## src/rtl/hcc_pkg.sv

```systemverilog
`timescale 1ns / 1ps

package hcc_pkg;

	localparam int MAX_VERTICES_DEF = 16;

	localparam int MODE_W  = 2;
	localparam int VERT_W  = 4;
	localparam int VCNT_W  = 5;
	localparam int COUNT_W = 41;

	localparam logic [VCNT_W-1:0] VCNT_RESET = 5'd16;

	localparam logic [MODE_W-1:0] MODE_ADD   = 2'd0;
	localparam logic [MODE_W-1:0] MODE_COUNT = 2'd1;
	localparam logic [MODE_W-1:0] MODE_CLEAR = 2'd2;

	// search engine status toward the top level
	typedef struct packed {
		logic busy;
		logic done;
	} hcc_stat_t;

endpackage

```

## src/rtl/hcc_search.sv

```systemverilog
`timescale 1ns / 1ps

// Backtracking walker: one candidate test, push or pop per cycle.
module hcc_search #(
	parameter int MAX_VERTICES = hcc_pkg::MAX_VERTICES_DEF,
	localparam int VW = (MAX_VERTICES > 1) ? $clog2(MAX_VERTICES) : 1,
	localparam int DW = $clog2(MAX_VERTICES + 1)
) (
	input  logic                         clk,
	input  logic                         arst_n,
	input  logic                         start,
	input  logic [DW-1:0]                n_vert,
	output logic [VW-1:0]                row_addr,
	input  logic [MAX_VERTICES-1:0]      row,
	input  logic                         take,
	output hcc_pkg::hcc_stat_t           stat,
	output logic [hcc_pkg::COUNT_W-1:0]  count
);

	typedef enum logic [1:0] {
		S_IDLE,
		S_RUN,
		S_DONE
	} state_t;

	state_t                       state_q;
	logic [DW-1:0]                n_q;
	logic [DW-1:0]                depth_q;
	logic [DW-1:0]                cand_q;
	logic [VW-1:0]                top_q;
	logic [MAX_VERTICES-1:0]      used_q;
	logic [hcc_pkg::COUNT_W-1:0]  count_q;
	logic [VW-1:0]                stack_q [MAX_VERTICES];

	logic [VW-1:0] cand_idx;
	logic [DW-1:0] dm2;
	logic [VW-1:0] pop_top;
	logic          at_full;
	logic          cand_end;
	logic          push;

	assign cand_idx = cand_q[VW-1:0];
	assign dm2      = depth_q - DW'(2);
	assign pop_top  = stack_q[dm2[VW-1:0]];
	assign at_full  = (depth_q == n_q);
	assign cand_end = (cand_q == n_q);
	assign push     = (state_q == S_RUN) && !at_full && !cand_end &&
	                  !used_q[cand_idx] && row[cand_idx];

	assign row_addr  = top_q;
	assign count     = count_q;
	assign stat.busy = (state_q != S_IDLE);
	assign stat.done = (state_q == S_DONE);

	always_ff @(posedge clk or negedge arst_n) begin
		if (!arst_n) begin
			state_q <= S_IDLE;
			n_q     <= '0;
			depth_q <= '0;
			cand_q  <= '0;
			top_q   <= '0;
			used_q  <= '0;
			count_q <= '0;
		end else begin
			unique case (state_q)
				S_IDLE: begin
					if (start) begin
						state_q <= S_RUN;
						n_q     <= n_vert;
						depth_q <= DW'(1);
						cand_q  <= DW'(1);
						top_q   <= '0;
						used_q  <= MAX_VERTICES'(1);
						count_q <= '0;
					end
				end
				S_RUN: begin
					if (at_full || cand_end) begin
						// full path closes back to vertex 0?
						if (at_full && row[0])
							count_q <= count_q + hcc_pkg::COUNT_W'(1);
						if (depth_q == DW'(1)) begin
							state_q <= S_DONE;
						end else begin
							used_q[top_q] <= 1'b0;
							top_q         <= pop_top;
							depth_q       <= depth_q - DW'(1);
							cand_q        <= DW'(top_q) + DW'(1);
						end
					end else if (push) begin
						used_q[cand_idx] <= 1'b1;
						top_q            <= cand_idx;
						depth_q          <= depth_q + DW'(1);
						cand_q           <= DW'(1);
					end else begin
						cand_q <= cand_q + DW'(1);
					end
				end
				S_DONE: begin
					if (take)
						state_q <= S_IDLE;
				end
				default: state_q <= S_IDLE;
			endcase
		end
	end

	// path stack, no reset; entry 0 is the fixed start vertex
	always_ff @(posedge clk) begin
		if (state_q == S_IDLE && start)
			stack_q[0] <= '0;
		else if (push)
			stack_q[depth_q[VW-1:0]] <= cand_idx;
	end

endmodule

```

## src/rtl/hamiltonian_cycle_counter.sv

```systemverilog
// Add and clear requests: a new request every cycle while the walker is idle (in_ready high).
// Count request: hcc_search walks the backtracking steps (one test, push or pop per cycle),
//   then the count moves from its done state into the output register once that is free.
// No new request is taken while a count runs; add/clear may go while a result waits.
// Reset (arst_n, async, low): no edges, vertex_count = 16, no result pending.
// The path stack has no reset; it is rebuilt at the start of every count.
`timescale 1ns / 1ps

module hamiltonian_cycle_counter #(
	parameter int MAX_VERTICES = hcc_pkg::MAX_VERTICES_DEF
) (
	input  logic                         clk,
	input  logic                         arst_n,
	input  logic                         in_valid,
	output logic                         in_ready,
	input  logic [hcc_pkg::MODE_W-1:0]   mode,
	input  logic [hcc_pkg::VERT_W-1:0]   vertex_a,
	input  logic [hcc_pkg::VERT_W-1:0]   vertex_b,
	output logic                         out_valid,
	input  logic                         out_ready,
	output logic [hcc_pkg::COUNT_W-1:0]  cycle_count,
	input  logic                         cfg_valid,
	output logic                         cfg_ready,
	input  logic [hcc_pkg::VCNT_W-1:0]   vertex_count
);

	localparam int VW = (MAX_VERTICES > 1) ? $clog2(MAX_VERTICES) : 1;
	localparam int DW = $clog2(MAX_VERTICES + 1);

	// adjacency matrix in flops: one row read by the walker, cleared at once
	logic [MAX_VERTICES-1:0]      adj_q [MAX_VERTICES];
	logic [hcc_pkg::VCNT_W-1:0]   vcnt_q;
	logic                         out_valid_q;
	logic [hcc_pkg::COUNT_W-1:0]  out_q;

	logic                         in_fire;
	logic                         edge_ok;
	logic [VW-1:0]                a_idx;
	logic [VW-1:0]                b_idx;
	logic [DW-1:0]                n_vert;
	logic [VW-1:0]                row_addr;
	logic                         take;
	logic                         start;
	hcc_pkg::hcc_stat_t           stat;
	logic [hcc_pkg::COUNT_W-1:0]  count;

	assign in_ready  = !stat.busy;
	assign in_fire   = in_valid && in_ready;
	assign cfg_ready = 1'b1;

	// endpoints beyond the built size drop the edge
	assign edge_ok = (32'(vertex_a) < MAX_VERTICES) && (32'(vertex_b) < MAX_VERTICES);
	assign a_idx   = VW'(vertex_a);
	assign b_idx   = VW'(vertex_b);

	// vertex count: zero acts as one, large values clamp to the built size
	always_comb begin
		priority if (vcnt_q == '0)
			n_vert = DW'(1);
		else if (32'(vcnt_q) > MAX_VERTICES)
			n_vert = DW'(MAX_VERTICES);
		else
			n_vert = DW'(vcnt_q);
	end

	assign start = in_fire && (mode == hcc_pkg::MODE_COUNT);
	// output register free, or emptied this cycle
	assign take  = !out_valid_q || out_ready;

	hcc_search #(
		.MAX_VERTICES (MAX_VERTICES)
	) u_search (
		.clk      (clk),
		.arst_n   (arst_n),
		.start    (start),
		.n_vert   (n_vert),
		.row_addr (row_addr),
		.row      (adj_q[row_addr]),
		.take     (take),
		.stat     (stat),
		.count    (count)
	);

	always_ff @(posedge clk or negedge arst_n) begin
		if (!arst_n) begin
			for (int i = 0; i < MAX_VERTICES; i++)
				adj_q[i] <= '0;
		end else if (in_fire) begin
			if (mode == hcc_pkg::MODE_CLEAR) begin
				for (int i = 0; i < MAX_VERTICES; i++)
					adj_q[i] <= '0;
			end else if (mode == hcc_pkg::MODE_ADD && edge_ok) begin
				// undirected: set both directions
				adj_q[a_idx][b_idx] <= 1'b1;
				adj_q[b_idx][a_idx] <= 1'b1;
			end
		end
	end

	always_ff @(posedge clk or negedge arst_n) begin
		if (!arst_n)
			vcnt_q <= hcc_pkg::VCNT_RESET;
		else if (cfg_valid && cfg_ready)
			vcnt_q <= vertex_count;
	end

	always_ff @(posedge clk or negedge arst_n) begin
		if (!arst_n) begin
			out_valid_q <= 1'b0;
		end else if (stat.done && take) begin
			out_valid_q <= 1'b1;
		end else if (out_ready) begin
			out_valid_q <= 1'b0;
		end
	end

	always_ff @(posedge clk) begin
		if (stat.done && take)
			out_q <= count;
	end

	assign out_valid   = out_valid_q;
	assign cycle_count = out_q;

`ifndef SYNTH
	// a result only appears after the walker finished
	a_result_from_done: assert property (@(posedge clk) disable iff (!arst_n)
		$rose(out_valid) |-> $past(stat.done))
		else $error("result without finished search");

	// a count request starts the walker
	a_count_starts: assert property (@(posedge clk) disable iff (!arst_n)
		in_valid && in_ready && mode == hcc_pkg::MODE_COUNT |=> stat.busy)
		else $error("count request did not start search");

	// finished walker holds while the output stage is blocked
	a_done_holds: assert property (@(posedge clk) disable iff (!arst_n)
		stat.done && out_valid && !out_ready |=> stat.done && out_valid)
		else $error("result lost under output stall");
`endif

endmodule
```

## config.mk

```make
export PLATFORM = sky130hd
export DESIGN_NAME = hamiltonian_cycle_counter
export DESIGN_NICKNAME = d
export VERILOG_FILES = /design/src/rtl/hcc_pkg.sv /design/src/rtl/hcc_search.sv /design/src/rtl/hamiltonian_cycle_counter.sv
export SDC_FILE = /design/constraint.sdc
export NUM_CORES = 1
export LEC_CHECK = 0
export ABC_AREA = 0
export BUFFER_PORTS_ARGS = -buffer_cell sky130_fd_sc_hd__buf_2
export CAP_MARGIN = 0
export CORE_MARGIN = 5
export CORE_UTILIZATION = 50
export DETAILED_ROUTE_END_ITERATION = 8
export GPL_ROUTABILITY_DRIVEN = 0
export PLACE_DENSITY = 0.75
export SKIP_CTS_REPAIR_TIMING = 1
export SLEW_MARGIN = 10
export SYNTH_ARGS = -nofsm -noshare
export SYNTH_HDL_FRONTEND = slang
export SYNTH_HIERARCHICAL = 1
export SYNTH_SLANG_ARGS = --single-unit
```

## constraint.sdc

```tcl
create_clock -name clk -period 5 [get_ports clk]
set_input_delay 0.75 -clock clk [delete_from_list [all_inputs] [get_ports clk]]
set_output_delay 0.75 -clock clk [all_outputs]
set_load 0.005 [all_outputs]
```

==> impl_metrics.yaml <==
global_routing:
  grt_use_total: 0.2463
  gr-total-overflow: 0
  grt_pass1_wl_mm: 91.78
  grt_start_max_net_pins: 153
  antenna_found_initial: 1
  grt_pass1_vias: 15590
synth:
  syn_inst: 1769
  yosysWarnings: 6
  synth_area_sq_um: 21200
  synthArstFlopShare: 0.7640
  synth_area_per_cell_sq_um: 11.99
  ys_seq_area_frac: 0.5501
  syn_nets: 1804
  synth-seq-cells: 445
  synth_edf_count: 105
  synth.distinct_cells: 77
  synth_top_flop_cell: "dfrtp_1"
clock_tree:
  cts_buffer_depth: 3
  cts_sinks: 445
  clk_pin_slew_ns: 0.06
  cts_buffers: 44
  tritoncts: "built"
  clock_latency_ns: 0.57
  cts_root_buffer: "clkbuf_16"
  cts-htree-levels: 2
pwr:
  p_total_mw: 10.97
  p_per_area_nw_per_um2: 469.1
  ir_worst_vdd_uv: 283.3
  p_leak_nw: 10.20
setup_path:
  crit_path_start_kind: "flop"
  crit_required_ns: 5.21
  worstPathMaxFanout: 28
  crit_type: "reg2reg"
  cp-startpoint: "u_search/row_addr[1]"
  critPathBufInv: 0
  arrival_ns: 4.74
  regToRegStartpoint: "u_search/row_addr[1]"
  cp_cell_sequence: "mux4_2 > a22oi_1 > nand2_1 > or3b_1 > nor4b_1 > nor4_1 > and4_1 > nand2_1 > nor2_1"
  crit_family: "simple AND/OR/NAND/NOR gates"
  critPathSlowestCell: "dfrtp_2"
  end_kind: "flop"
  path_common_cell: "nand2_1"
  slowest_delay_ns: 0.94
route:
  ant_nets: 0
  dr.pass1.iters: 6
  via_per_inst: 6.818
  wl_per_cell_um: 25.07
  finalWirelength_mm: 58.58
  drc: 0
  drtIter0Drc: 2229
  vias: 15930
job:
  cap_violations: 0
sta:
  setup_viol: 0
  clock.fmax_mhz: 220.9
  fin_crit_ns: 4.527
  finalClockSkew_ns: 0.02022
  fin_setup_tns_ns: 0
  maxSlewHeadroom: 0.1109
  rsz0062_at_grt: "false"
  whs_ns: 0.2333
  hold_viol_final: 0
  slew_violations: 0
  min_period_over_period: 0.9055
  worstMarginPinSlew_ns: 1.329
floorplanning:
  num_rows: 75
  die_area_sq_um: 46620
  die_w_um: 215.9
  start_util: 0.5054
  ios: 64
  core_area_sq_um: 41950
  die_h_um: 215.9
finish:
  n_fill_cell: 3387
  num_antenna_cells: 0
  finalNetCount: 1800
  drive_gt1_frac: 0.1630
  syn_to_final_growth_pct: 10.30
hold_path:
  hp-class: "in2async"
status:
  status: "finished, final reports clean"
place:
  io_buffer_count: 62
  dpl.hpwl_mm: 38.95
cell usage in the layout (no fill, tap or decap), drive strengths merged, types with 14 or more instances in the layout:
cell type / Yosys / layout
o21a: 83 / 83
nor2: 151 / 151
and3: 14 / 14
ha: 15 / 15
nor2b: 24 / 24
clkbuf: 84 / 57
edfxtp: 105 / 105
a21o: 42 / 42
nand3: 48 / 48
mux4: 80 / 80
xnor2: 17 / 17
clkinv: 0 / 15
a22oi: 34 / 34
nand2: 146 / 146
a221o: 103 / 103
a21oi: 43 / 43
dfrtp: 339 / 339
o21ai: 54 / 54
buf: 68 / 102
xor2: 28 / 28
nand4: 31 / 31
inv: 21 / 22
o22ai: 53 / 53
worst paths after layout:
kind,to,slack (ns),cells after the start
max reg2reg,u_search/stack_q[2][2],0.47,9
min in group clk,vcnt_q[2],0.43,2
max in group asynchronous,adj_q[6],3.51,2
min reg2reg,cycle_count[30],0.45,0
min,u_search/count[16],0.23,1
max,u_search/stack_q[2][2],0.47,9
kinds of logic (layout without fill, tap and decap cells):
group | Yosys count | in the layout | share of synthesized area
xor gates and xnor gates | 45 | 45 | 0.01859
DFF | 445 | 445 | 0.5501
and+or+nand+nor | 524 | 524 | 0.1269
muxes | 99 | 99 | 0.09472
buffers and inverters | 173 | 202 | 0.03535
other | 1 | 1 | 0.0001769
AOI/OAI and AO/OA | 467 | 467 | 0.1653
adders and majority gates | 15 | 15 | 0.008852
area by class of cell:
cell class                      instances  area [sq um]  area share
Sequential cell                       445         11670      0.4989
Multi-Input combinational cell       1151          8832      0.3777
Clock buffer                           57          1190     0.05088
Tap cell                              539         674.4     0.02884
Timing Repair Buffer                  102         670.6     0.02868
Clock inverter                         22         271.5     0.01161
Inverter                               21         78.83    0.003371
worst reg2reg max path, delay by kind of cell, from the launching register on:
kind | cells | cell delay [ns]
AO/OA/AOI/OAI | 1 | 0.10
flip-flops | 1 | 0.94
multiplexers | 1 | 0.42
AND/OR/NAND/NOR | 7 | 2.71
routing by layer:
metal,part of all wire,track usage
met1,0.39,0.3428
met2,0.45,0.3702
met3,0.11,0.06166
met4,0.048,0.1092
met5,0.00029,0
cells in the mapped netlist, drive strengths merged (7+ instances only):
master / n / area share
a211o: 7 / 0.0029
a21o: 42 / 0.015
a21oi: 43 / 0.010
a221o: 103 / 0.049
a221oi: 8 / 0.0033
a22oi: 34 / 0.012
and2: 8 / 0.0024
and3: 14 / 0.0041
and4: 10 / 0.0041
buf: 68 / 0.017
clkbuf: 84 / 0.015
dfrtp: 339 / 0.40
edfxtp: 105 / 0.15
ha: 15 / 0.0089
inv: 21 / 0.0037
mux2: 13 / 0.0069
mux4: 80 / 0.085
nand2: 146 / 0.026
nand2b: 7 / 0.0021
nand3: 48 / 0.012
nand4: 31 / 0.010
nand4b: 7 / 0.0029
nor2: 151 / 0.027
nor2b: 24 / 0.0071
nor3: 13 / 0.0033
nor4: 10 / 0.0042
nor4b: 9 / 0.0047
o211ai: 13 / 0.0046
o21a: 83 / 0.029
o21ai: 54 / 0.013
o22ai: 53 / 0.016
or2: 8 / 0.0024
or3: 13 / 0.0038
xnor2: 17 / 0.0070
xor2: 28 / 0.012
flip-flops by register name, indices dropped and copies added, names as in the netlist:
register,flops
u_search/stack_q,64
u_search/row_addr,4
vcnt_q,5
u_search/used_q,16
u_search/cand_q,5
u_search/n_q,5
u_search/state_q,2
u_search/depth_q,5
adj_q,256
u_search/count,41
cycle_count,41
out_valid,1
power by group:
part           switching (mW)  internal, mW  leakage, nW
sequential              0.513          4.16         5.68
clock                    1.43          1.95        0.718
combinational            1.79          1.12         3.81
total                    3.74          7.24         10.2
through the flow:
stage / cell area [sq um] / utilization / std cells / setup slack [ns]
after floorplan: 21200 / - / 1769 / 1.427
after global placement: 21920 / 0.5227 / 2258 / 0.8973
after detailed placement: 21920 / 0.5227 / 2258 / 0.5959
after CTS: 23380 / 0.5575 / 2337 / 0.5581
after global routing: 23380 / 0.5575 / 2337 / 0.2570
final: 23380 / 0.5575 / 2337 / 0.4727
(Power assumes the default switching activity.)
